**config.mk**
```make
export PLATFORM = sky130hd
export DESIGN_NAME = char_lcd_4bit_command_sequencer
export DESIGN_NICKNAME = d
export VERILOG_FILES = /design/src/sv/clcd_pkg.sv /design/src/sv/char_lcd_4bit_command_sequencer.sv /design/src/sv/clcd_fifo.sv /design/src/sv/clcd_front.sv /design/src/sv/clcd_back.sv
export SDC_FILE = /design/constraint.sdc
export NUM_CORES = 1
export LEC_CHECK = 0
export ABC_AREA = 1
export BUFFER_PORTS_ARGS = -buffer_cell sky130_fd_sc_hd__clkbuf_2
export CAP_MARGIN = 30
export CORE_ASPECT_RATIO = 0.8
export CORE_MARGIN = 4
export CORE_UTILIZATION = 53
export DETAILED_ROUTE_END_ITERATION = 12
export GPL_TIMING_DRIVEN = 0
export PLACE_DENSITY_LB_ADDON = 0.3
export RECOVER_POWER = 50
export SETUP_SLACK_MARGIN = 0.3
export SYNTH_ARGS = -nofsm -noshare
export SYNTH_HDL_FRONTEND = slang
export SYNTH_SLANG_ARGS = --single-unit
```
**constraint.sdc**
```tcl
create_clock -name clk_i -period 3.54 [get_ports clk_i]
set_input_delay 0.708 -clock clk_i [delete_from_list [all_inputs] [get_ports clk_i]]
set_output_delay 0.708 -clock clk_i [all_outputs]
set_load 0.01 [all_outputs]
```
**src/sv/clcd_pkg.sv**
```systemverilog
`default_nettype none

package clcd_pkg;

  // Field widths fixed by the request and transfer formats.
  localparam int unsigned CmdW       = 4;
  localparam int unsigned ByteW      = 8;
  localparam int unsigned SettleW    = 16;
  localparam int unsigned LineColW   = 6;
  localparam int unsigned RowClampW  = 3;
  localparam int unsigned CfgIndexW  = 4;
  localparam int unsigned InitStepW  = 4;

  // Size limits and fallbacks.
  localparam int unsigned MaxColumnsDef = 40;
  localparam int unsigned MaxRowsDef    = 4;
  localparam int unsigned JobDepthDef   = 2;
  localparam int unsigned RspDepthDef   = 2;
  localparam logic [LineColW-1:0]  FallbackCols = 6'd16;
  localparam logic [RowClampW-1:0] FallbackRows = 3'd2;
  localparam logic [ByteW-1:0]     ResetCols    = 8'd16;
  localparam logic [ByteW-1:0]     ResetRows    = 8'd2;

  // Configuration register indexes.
  localparam logic [CfgIndexW-1:0] RegColumns = 4'd0;
  localparam logic [CfgIndexW-1:0] RegRows    = 4'd1;

  // Display command bytes and nibbles.
  localparam logic [ByteW-1:0] ByteFuncSet   = 8'h28;
  localparam logic [ByteW-1:0] ByteDispOn    = 8'h0C;
  localparam logic [ByteW-1:0] ByteDispOff   = 8'h08;
  localparam logic [ByteW-1:0] ByteClear     = 8'h01;
  localparam logic [ByteW-1:0] ByteHome      = 8'h02;
  localparam logic [ByteW-1:0] ByteEntryMode = 8'h06;
  localparam logic [ByteW-1:0] ByteSpace     = 8'h20;
  localparam logic [ByteW-1:0] NibbleWake    = 8'h03;
  localparam logic [ByteW-1:0] NibbleFour    = 8'h02;

  // Settle times in microseconds.
  localparam logic [SettleW-1:0] SettlePowerUp = 16'd50000;
  localparam logic [SettleW-1:0] SettleLong    = 16'd5000;
  localparam logic [SettleW-1:0] SettleShort   = 16'd2000;
  localparam logic [SettleW-1:0] SettleNibble  = 16'd150;

  // Init runs nine transfers, steps zero through eight.
  localparam logic [InitStepW-1:0] InitLastStep = 4'd8;

  typedef enum logic [CmdW-1:0] {
    CMD_INIT       = 4'd0,
    CMD_CLEAR      = 4'd1,
    CMD_ON         = 4'd2,
    CMD_OFF        = 4'd3,
    CMD_SET_CURSOR = 4'd4,
    CMD_PUT_CHAR   = 4'd5,
    CMD_LINE_BEGIN = 4'd6,
    CMD_LINE_CHAR  = 4'd7,
    CMD_LINE_END   = 4'd8
  } cmd_e;

  typedef enum logic [1:0] {
    XFER_WAIT   = 2'd0,
    XFER_NIBBLE = 2'd1,
    XFER_BYTE   = 2'd2
  } xfer_kind_e;

  typedef enum logic [1:0] {
    JOB_INIT = 2'd0,
    JOB_BYTE = 2'd1,
    JOB_PAD  = 2'd2
  } job_kind_e;

  typedef enum logic {
    BE_IDLE = 1'b0,
    BE_RUN  = 1'b1
  } be_state_e;

  typedef struct packed {
    logic [CmdW-1:0]  cmd;
    logic [ByteW-1:0] row_index;
    logic [ByteW-1:0] column_index;
    logic [ByteW-1:0] char_code;
  } req_t;

  typedef struct packed {
    logic [1:0]         transfer_kind;
    logic               reg_select;
    logic [ByteW-1:0]   bus_value;
    logic [SettleW-1:0] settle_us;
    logic               last_of_run;
  } rsp_t;

  // One classified request as handed from the front to the back.
  typedef struct packed {
    job_kind_e           kind;
    logic [ByteW-1:0]    value;
    logic                rs;
    logic [LineColW-1:0] count;
  } job_t;

  // Clear and home need the long settle time; all other bytes the short one.
  function automatic logic [SettleW-1:0] byte_settle(input logic [ByteW-1:0] value);
    logic [SettleW-1:0] settle;
    settle = ((value == ByteClear) || (value == ByteHome)) ? SettleLong : SettleShort;
    return settle;
  endfunction

  // Transfer for one step of the power-up sequence; last_of_run is left clear.
  function automatic rsp_t init_xfer(input logic [InitStepW-1:0] step);
    rsp_t x;
    x = '0;
    unique case (step)
      4'd0: begin
        x.transfer_kind = XFER_WAIT;
        x.settle_us     = SettlePowerUp;
      end
      4'd1: begin
        x.transfer_kind = XFER_NIBBLE;
        x.bus_value     = NibbleWake;
        x.settle_us     = SettleLong;
      end
      4'd2, 4'd3: begin
        x.transfer_kind = XFER_NIBBLE;
        x.bus_value     = NibbleWake;
        x.settle_us     = SettleNibble;
      end
      4'd4: begin
        x.transfer_kind = XFER_NIBBLE;
        x.bus_value     = NibbleFour;
        x.settle_us     = SettleNibble;
      end
      4'd5: begin
        x.transfer_kind = XFER_BYTE;
        x.bus_value     = ByteFuncSet;
      end
      4'd6: begin
        x.transfer_kind = XFER_BYTE;
        x.bus_value     = ByteDispOn;
      end
      4'd7: begin
        x.transfer_kind = XFER_BYTE;
        x.bus_value     = ByteClear;
      end
      4'd8: begin
        x.transfer_kind = XFER_BYTE;
        x.bus_value     = ByteEntryMode;
      end
      default: begin
        x = '0;
      end
    endcase
    if (x.transfer_kind == XFER_BYTE) begin
      x.settle_us = byte_settle(x.bus_value);
    end
    return x;
  endfunction

endpackage

`default_nettype wire

```
**src/sv/char_lcd_4bit_command_sequencer.sv**
```systemverilog
`default_nettype none

// Channel   Direction  Handshake                Payload
// request   in         push / full              req_i  (cmd, row, column, char)
// result    out        pop / empty              rsp_o  (kind, rs, value, settle, last)
// config    in         cfg_valid_i/cfg_ready_o  cfg_index_i, cfg_data_i
//
// A request is classified in the cycle it is accepted and queued as at most one job.
// The transfer engine loads a job while idle and then emits one transfer per cycle
// while the result queue has room, taking no new job until its last transfer is out.
// Reset restores 16 columns, 2 rows and line position zero; the queues start empty.
// Either side may stall: full rises when the job queue is full, and the engine
// waits while the result queue is full.
module char_lcd_4bit_command_sequencer #(
  parameter int unsigned MaxColumns = clcd_pkg::MaxColumnsDef,
  parameter int unsigned MaxRows    = clcd_pkg::MaxRowsDef,
  parameter int unsigned JobDepth   = clcd_pkg::JobDepthDef,
  parameter int unsigned RspDepth   = clcd_pkg::RspDepthDef
) (
  input  wire logic                           clk_i,
  input  wire logic                           rst_ni,
  input  wire logic                           push,
  output logic                                full,
  input  wire clcd_pkg::req_t                 req_i,
  output logic                                empty,
  input  wire logic                           pop,
  output clcd_pkg::rsp_t                      rsp_o,
  input  wire logic                           cfg_valid_i,
  output logic                                cfg_ready_o,
  input  wire logic [clcd_pkg::CfgIndexW-1:0] cfg_index_i,
  input  wire logic [clcd_pkg::ByteW-1:0]     cfg_data_i
);

  logic           accept;
  logic           job_push;
  logic           job_pop;
  logic           job_empty;
  clcd_pkg::job_t job_in, job_out;
  logic           rsp_push;
  logic           rsp_full;
  clcd_pkg::rsp_t rsp_in;

  assign accept = push && !full;

  clcd_front #(
    .MaxColumns (MaxColumns),
    .MaxRows    (MaxRows)
  ) u_front (
    .clk_i       (clk_i),
    .rst_ni      (rst_ni),
    .push_i      (accept),
    .req_i       (req_i),
    .job_push_o  (job_push),
    .job_o       (job_in),
    .cfg_valid_i (cfg_valid_i),
    .cfg_ready_o (cfg_ready_o),
    .cfg_index_i (cfg_index_i),
    .cfg_data_i  (cfg_data_i)
  );

  clcd_fifo #(
    .T     (clcd_pkg::job_t),
    .Depth (JobDepth)
  ) u_job_q (
    .clk_i   (clk_i),
    .rst_ni  (rst_ni),
    .push_i  (job_push),
    .data_i  (job_in),
    .full_o  (full),
    .pop_i   (job_pop),
    .data_o  (job_out),
    .empty_o (job_empty)
  );

  clcd_back u_back (
    .clk_i       (clk_i),
    .rst_ni      (rst_ni),
    .job_empty_i (job_empty),
    .job_i       (job_out),
    .job_pop_o   (job_pop),
    .rsp_full_i  (rsp_full),
    .rsp_push_o  (rsp_push),
    .rsp_o       (rsp_in)
  );

  clcd_fifo #(
    .T     (clcd_pkg::rsp_t),
    .Depth (RspDepth)
  ) u_rsp_q (
    .clk_i   (clk_i),
    .rst_ni  (rst_ni),
    .push_i  (rsp_push),
    .data_i  (rsp_in),
    .full_o  (rsp_full),
    .pop_i   (pop),
    .data_o  (rsp_o),
    .empty_o (empty)
  );

endmodule

`default_nettype wire

```
**src/sv/clcd_fifo.sv**
```systemverilog
`default_nettype none

module clcd_fifo #(
  parameter type         T     = logic,
  parameter int unsigned Depth = 2
) (
  input  wire logic clk_i,
  input  wire logic rst_ni,
  input  wire logic push_i,
  input  wire T     data_i,
  output logic      full_o,
  input  wire logic pop_i,
  output T          data_o,
  output logic      empty_o
);

  localparam int unsigned PtrW = (Depth > 1) ? $clog2(Depth) : 1;
  localparam int unsigned CntW = $clog2(Depth + 1);

  T                mem_q [Depth];
  logic [PtrW-1:0] wr_ptr_q, wr_ptr_d;
  logic [PtrW-1:0] rd_ptr_q, rd_ptr_d;
  logic [CntW-1:0] cnt_q, cnt_d;
  logic            push_ok;
  logic            pop_ok;

  assign full_o  = (cnt_q == CntW'(Depth));
  assign empty_o = (cnt_q == '0);
  assign push_ok = push_i && !full_o;
  assign pop_ok  = pop_i && !empty_o;
  assign data_o  = mem_q[rd_ptr_q];

  // Pointer wrap and occupancy.
  always_comb begin
    wr_ptr_d = wr_ptr_q;
    rd_ptr_d = rd_ptr_q;
    if (push_ok) begin
      wr_ptr_d = (wr_ptr_q == PtrW'(Depth - 1)) ? '0 : wr_ptr_q + PtrW'(1);
    end
    if (pop_ok) begin
      rd_ptr_d = (rd_ptr_q == PtrW'(Depth - 1)) ? '0 : rd_ptr_q + PtrW'(1);
    end
    unique case ({push_ok, pop_ok})
      2'b10:   cnt_d = cnt_q + CntW'(1);
      2'b01:   cnt_d = cnt_q - CntW'(1);
      default: cnt_d = cnt_q;
    endcase
  end

  always_ff @(posedge clk_i or negedge rst_ni) begin
    if (!rst_ni) begin
      wr_ptr_q <= '0;
      rd_ptr_q <= '0;
      cnt_q    <= '0;
    end else begin
      wr_ptr_q <= wr_ptr_d;
      rd_ptr_q <= rd_ptr_d;
      cnt_q    <= cnt_d;
    end
  end

  // Entry storage needs no reset.
  always_ff @(posedge clk_i) begin
    if (push_ok) begin
      mem_q[wr_ptr_q] <= data_i;
    end
  end

endmodule

`default_nettype wire

```
**src/sv/clcd_front.sv**
```systemverilog
`default_nettype none

module clcd_front #(
  parameter int unsigned MaxColumns = clcd_pkg::MaxColumnsDef,
  parameter int unsigned MaxRows    = clcd_pkg::MaxRowsDef
) (
  input  wire logic                           clk_i,
  input  wire logic                           rst_ni,
  // Request side.
  input  wire logic                           push_i,
  input  wire clcd_pkg::req_t                 req_i,
  output logic                                job_push_o,
  output clcd_pkg::job_t                      job_o,
  // Configuration writes.
  input  wire logic                           cfg_valid_i,
  output logic                                cfg_ready_o,
  input  wire logic [clcd_pkg::CfgIndexW-1:0] cfg_index_i,
  input  wire logic [clcd_pkg::ByteW-1:0]     cfg_data_i
);

  logic [clcd_pkg::ByteW-1:0]     cols_q, rows_q;
  logic [clcd_pkg::LineColW-1:0]  line_col_q, line_col_d;
  logic [clcd_pkg::LineColW-1:0]  cols_eff;
  logic [clcd_pkg::RowClampW-1:0] rows_eff;
  logic [clcd_pkg::RowClampW-1:0] row_c;
  logic [clcd_pkg::ByteW-1:0]     col_in;
  logic [clcd_pkg::LineColW-1:0]  col_c;
  logic [6:0]                     ddram_addr;
  logic [clcd_pkg::ByteW-1:0]     cursor_byte;
  logic                           room_in_line;

  assign cfg_ready_o = 1'b1;

  // Effective display size, with fallback for out-of-range settings.
  always_comb begin
    if ((cols_q == '0) || (cols_q > clcd_pkg::ByteW'(MaxColumns))) begin
      cols_eff = clcd_pkg::FallbackCols;
    end else begin
      cols_eff = cols_q[clcd_pkg::LineColW-1:0];
    end
    if ((rows_q == '0) || (rows_q > clcd_pkg::ByteW'(MaxRows))) begin
      rows_eff = clcd_pkg::FallbackRows;
    end else begin
      rows_eff = rows_q[clcd_pkg::RowClampW-1:0];
    end
  end

  // Cursor address: clamp row and column, second-line base for any nonzero row.
  always_comb begin
    col_in = (req_i.cmd == clcd_pkg::CMD_LINE_BEGIN) ? '0 : req_i.column_index;
    if (req_i.row_index >= {5'b0, rows_eff}) begin
      row_c = rows_eff - clcd_pkg::RowClampW'(1);
    end else begin
      row_c = req_i.row_index[clcd_pkg::RowClampW-1:0];
    end
    if (col_in >= {2'b0, cols_eff}) begin
      col_c = cols_eff - clcd_pkg::LineColW'(1);
    end else begin
      col_c = col_in[clcd_pkg::LineColW-1:0];
    end
    ddram_addr  = (row_c == '0) ? {1'b0, col_c} : (7'h40 | {1'b0, col_c});
    cursor_byte = {1'b1, ddram_addr};
  end

  assign room_in_line = (line_col_q < cols_eff);

  // Classify the request into a job for the back end.
  always_comb begin
    job_push_o = 1'b0;
    job_o      = '{kind: clcd_pkg::JOB_BYTE, value: '0, rs: 1'b0, count: '0};
    line_col_d = line_col_q;
    unique case (req_i.cmd)
      clcd_pkg::CMD_INIT: begin
        job_push_o = push_i;
        job_o.kind = clcd_pkg::JOB_INIT;
      end
      clcd_pkg::CMD_CLEAR: begin
        job_push_o  = push_i;
        job_o.value = clcd_pkg::ByteClear;
      end
      clcd_pkg::CMD_ON: begin
        job_push_o  = push_i;
        job_o.value = clcd_pkg::ByteDispOn;
      end
      clcd_pkg::CMD_OFF: begin
        job_push_o  = push_i;
        job_o.value = clcd_pkg::ByteDispOff;
      end
      clcd_pkg::CMD_SET_CURSOR: begin
        job_push_o  = push_i;
        job_o.value = cursor_byte;
      end
      clcd_pkg::CMD_PUT_CHAR: begin
        job_push_o  = push_i;
        job_o.value = req_i.char_code;
        job_o.rs    = 1'b1;
      end
      clcd_pkg::CMD_LINE_BEGIN: begin
        job_push_o  = push_i;
        job_o.value = cursor_byte;
        line_col_d  = '0;
      end
      clcd_pkg::CMD_LINE_CHAR: begin
        // Characters past the right edge are dropped.
        if (room_in_line) begin
          job_push_o  = push_i;
          job_o.value = req_i.char_code;
          job_o.rs    = 1'b1;
          line_col_d  = line_col_q + clcd_pkg::LineColW'(1);
        end
      end
      clcd_pkg::CMD_LINE_END: begin
        // Pad the rest of the line with spaces.
        if (room_in_line) begin
          job_push_o  = push_i;
          job_o.kind  = clcd_pkg::JOB_PAD;
          job_o.value = clcd_pkg::ByteSpace;
          job_o.rs    = 1'b1;
          job_o.count = cols_eff - line_col_q;
          line_col_d  = cols_eff;
        end
      end
      default: begin
        job_push_o = 1'b0;
      end
    endcase
  end

  always_ff @(posedge clk_i or negedge rst_ni) begin
    if (!rst_ni) begin
      cols_q     <= clcd_pkg::ResetCols;
      rows_q     <= clcd_pkg::ResetRows;
      line_col_q <= '0;
    end else begin
      if (cfg_valid_i && (cfg_index_i == clcd_pkg::RegColumns)) begin
        cols_q <= cfg_data_i;
      end
      if (cfg_valid_i && (cfg_index_i == clcd_pkg::RegRows)) begin
        rows_q <= cfg_data_i;
      end
      if (push_i) begin
        line_col_q <= line_col_d;
      end
    end
  end

endmodule

`default_nettype wire

```
**src/sv/clcd_back.sv**
```systemverilog
`default_nettype none

module clcd_back (
  input  wire logic           clk_i,
  input  wire logic           rst_ni,
  // Job queue side.
  input  wire logic           job_empty_i,
  input  wire clcd_pkg::job_t job_i,
  output logic                job_pop_o,
  // Result queue side.
  input  wire logic           rsp_full_i,
  output logic                rsp_push_o,
  output clcd_pkg::rsp_t      rsp_o
);

  clcd_pkg::be_state_e           state_q, state_d;
  clcd_pkg::job_t                job_q;
  logic [clcd_pkg::LineColW-1:0] cnt_q, cnt_d;
  logic                          last;
  logic                          emit;

  assign job_pop_o = (state_q == clcd_pkg::BE_IDLE) && !job_empty_i;
  assign emit      = (state_q == clcd_pkg::BE_RUN) && !rsp_full_i;

  // Which transfer of the current job is the final one.
  always_comb begin
    unique case (job_q.kind)
      clcd_pkg::JOB_INIT: last = (cnt_q[clcd_pkg::InitStepW-1:0] == clcd_pkg::InitLastStep);
      clcd_pkg::JOB_PAD:  last = (cnt_q == clcd_pkg::LineColW'(1));
      default:            last = 1'b1;
    endcase
  end

  // Next state.
  always_comb begin
    state_d = state_q;
    unique case (state_q)
      clcd_pkg::BE_IDLE: begin
        if (!job_empty_i) begin
          state_d = clcd_pkg::BE_RUN;
        end
      end
      clcd_pkg::BE_RUN: begin
        if (emit && last) begin
          state_d = clcd_pkg::BE_IDLE;
        end
      end
      default: state_d = clcd_pkg::BE_IDLE;
    endcase
  end

  // Transfer generation: init counts its step up, padding counts down.
  always_comb begin
    rsp_push_o = emit;
    cnt_d      = cnt_q;
    unique case (job_q.kind)
      clcd_pkg::JOB_INIT: begin
        rsp_o = clcd_pkg::init_xfer(cnt_q[clcd_pkg::InitStepW-1:0]);
      end
      default: begin
        rsp_o.transfer_kind = clcd_pkg::XFER_BYTE;
        rsp_o.reg_select    = job_q.rs;
        rsp_o.bus_value     = job_q.value;
        rsp_o.settle_us     = clcd_pkg::byte_settle(job_q.value);
        rsp_o.last_of_run   = 1'b0;
      end
    endcase
    rsp_o.last_of_run = last;
    if (job_pop_o) begin
      cnt_d = (job_i.kind == clcd_pkg::JOB_PAD) ? job_i.count : '0;
    end else if (emit) begin
      cnt_d = (job_q.kind == clcd_pkg::JOB_PAD) ? cnt_q - clcd_pkg::LineColW'(1)
                                                : cnt_q + clcd_pkg::LineColW'(1);
    end
  end

  always_ff @(posedge clk_i or negedge rst_ni) begin
    if (!rst_ni) begin
      state_q <= clcd_pkg::BE_IDLE;
      cnt_q   <= '0;
    end else begin
      state_q <= state_d;
      cnt_q   <= cnt_d;
    end
  end

  // Job payload register.
  always_ff @(posedge clk_i) begin
    if (job_pop_o) begin
      job_q <= job_i;
    end
  end

endmodule

`default_nettype wire

```
==> out/results.ini <==
[final_layout]
finalNonFillerCells=990
layout_commonest_cell=nand2_1
syn_to_final_growth_pct=20.98
final_nets=896
ff_latch_area_um2=3481
fillCellCount=899
final_cell_mix=208 x nand2_1, 85 x edfxtp_1, 76 x inv_1
multiInputGateArea_um2=2587
diodes=0
drive_above_1_share=0.2126

[outcome]
status=finished with violations
violations=max-capacitance violations, max-slew violations

[drt]
avgRoutedWirePerCell_um=14.32
drt_iter0_drc=449
drc=0
ant_nets=0
num_vias=5133
wl_um=14180
firstDrtPassIters=5
via_per_inst=5.185

[sta]
fin_crit_ns=3.160
fmax_ghz=0.3164
final.setup.tns_ns=0
final.setup_skew_ns=0.005622
tightestPinTransition_ns=1.986
hold_slack_ns=0.08818
slew_headroom=-0.3237
finalHoldViolCount=0
setup_viol=0
rsz0062_at_grt=no
drv_slew=36
timing.final.crit_share=0.8927

[yosys]
ys_types=55
synth_seq_cells=122
async_flop_share=0.3033
yosysSeqAreaShare=0.5405
avgSynthCellArea_um2=9.007
synthCells=715
synth_edf_count=85
yosys_warnings=0
syn_area_um2=6440
synthFlopType=edfxtp_1

[clock_tree]
clkLatencyLatePin_ns=0.41
cts_root_buf=clkbuf_16
numCtsBuffers=17
clock-sinks=122
htreeDepth=4
clk_pin_slew_worst_paths_ns=0.06
clockBufferDepth=2
cts_tree=done

[worst_hold_path]
hold_class=in -> async

[job]
maxCapViolations=1

[global_routing]
overflow=0
grt_pass1_wl_um=23340
grt_max_degree=38
antenna_found_initial=0
grt_util_all_layers=0.2080
grt_pass1_vias=5036

[worst_setup_path]
critPathMaxStageDelay_ns=0.40
worst_ep_arrival_time_ns=3.46
cp_num_buf_inv=1
critPathLaunchType=flip-flop
crit_required_ns=3.83
crit_family=simple AND/OR/NAND/NOR gates
path_common_cell=nand2_2
ff2ff_setup_slack_ns=0.38
crit_chain=nor2_2 > nand2_1 > nand2_2 > nand2_2 > nand2_4 > nand2_4 > inv_4 > nand2_4 > ha_4 > fa_2 > or2_4 > nand2_2 > nand2_1 > nand2_2 > nand2_2 > nand2_4 > nand3_2 > nand2_2 > nand2_4 > ha_4 > a21oi_2 > o21ai_1 > xor2_1
worstPathMaxFanout=4
cp-end-kind=flip-flop
crit_type=reg -> reg
slowest_stage=dfrtp_1

[floorplan]
initial_core_util=0.5508
die_w_um=131.2
dieArea_um2=13990
core_um2=11690
ioPinCount=76
num_rows=35
die_h_um=106.6

[placement]
place_inst=939
io_buffers=70
gp_congestion=0.9561
hpwl_um=10270

[pwr]
power_density_nw_per_um2=841.2
ir_drop_v=0.0003642
leakage_uw=0.003636

## report_power, final
| part | switching (uW) | internal [uW] |
|---|---|---|
| logic | 1640 | 908 |
| registers | 213 | 2150 |
| clock network | 665 | 975 |
| total | 2520 | 4030 |
## Yosys cell counts (3+ instances only)
library cell  instances  share of area
o21ai_0              33          0.026
a22oi_1               5         0.0058
nand3_1              39          0.030
buf_4                 9          0.010
inv_2                14         0.0082
inv_1                76          0.044
nand3_4               3         0.0082
clkbuf_1             11         0.0064
nand2_1             215           0.13
nand4_1               3         0.0029
xor2_1                8          0.011
o21ai_1               8         0.0062
nand2_4               5         0.0087
nor3_1                7         0.0054
or2_2                 3         0.0029
nand2_2               5         0.0049
nor2_1               59          0.034
nor4_1                3         0.0029
a21oi_1              20          0.016
edfxtp_1             85           0.40
o22ai_1               3         0.0029
dfrtp_1              35           0.14
xnor2_1               4         0.0054
ha_1                 21          0.041
## cells by family after synthesis
kind of cell,after synthesis,synth area share
buffers and inverters,112,0.07072
and+or+nand+nor,353,0.2401
adders and majority gates,22,0.04391
AOI/OAI and AO/OA,91,0.08471
xor gates and xnor gates,13,0.01885
DFF,122,0.5405
other,2,0.001166
## flip-flops by register name, indices dropped and copies added (netlist names)
register            count
u_job_q.rd_ptr_q        1
u_rsp_q.wr_ptr_q        1
u_front.line_col_q      6
u_job_q.cnt_q           2
u_job_q.wr_ptr_q        1
u_front.cols_q          8
u_back.job_q           11
u_front.rows_q          8
u_back.state_q          1
u_job_q.mem_q          34
u_back.cnt_q            6
u_rsp_q.rd_ptr_q        1
u_rsp_q.cnt_q           2
u_rsp_q.mem_q          40
## timing repair
item / 4_1_cts / 5_1_grt
hold endpoints to repair: 0 / 0
buffers inserted: 11 / 7
pin swaps: 4 / 8
endpoints found under the setup margin: 38 / 41
hold buffers: 0 / 0
gates resized for setup: 12 / 7
## stage by stage
stage	worst slack [ns]	power, uW	area [um^2]	utilization
6_report	0.3798	6554	7791	0.6663
5_1_grt	0.2639	7031	7791	0.6663
4_1_cts	0.3047	6588	7761	0.6638
3_5_place_dp	-0.2293	4850	7057	0.6035
3_3_place_gp	-0.1511	4666	7007	0.5993
2_1_floorplan	0.2950	4055	6471	-
## final timing paths
kind / start / to / cells past startpoint
setup / recovery: u_front.cols_q[1] / u_job_q.cnt_q[1] / 23
hold / removal: rst_ni / u_front.line_col_q[3] / 1
setup reg to reg: u_front.cols_q[1] / u_job_q.cnt_q[1] / 23
hold reg to reg: u_front.rows_q[7] / u_front.rows_q[7] / 2
max in group asynchronous: rst_ni / u_job_q.rd_ptr_q / 2
min in group clk_i: u_front.rows_q[7] / u_front.rows_q[7] / 2
## area by class of cell
type | instances | share of cell area
inverters | 91 | 0.04464
clock inverters | 15 | 0.01831
well taps | 148 | 0.02377
multi-input cells | 484 | 0.3321
clock buffers | 17 | 0.05460
flip-flops and latches | 122 | 0.4468
plain buffers | 21 | 0.01445
repair buffers | 92 | 0.06536
## metal layers
metal / share of wire / track usage / vias up
li1: - / - / 2577
met1: 0.46 / 0.2759 / 2385
met2: 0.46 / 0.3354 / 143
met3: 0.055 / 0.05910 / 28
met4: 0.016 / 0.06597 / 0
met5: 0 / 0 / -
Note: power is estimated with default switching activity, not from simulation.
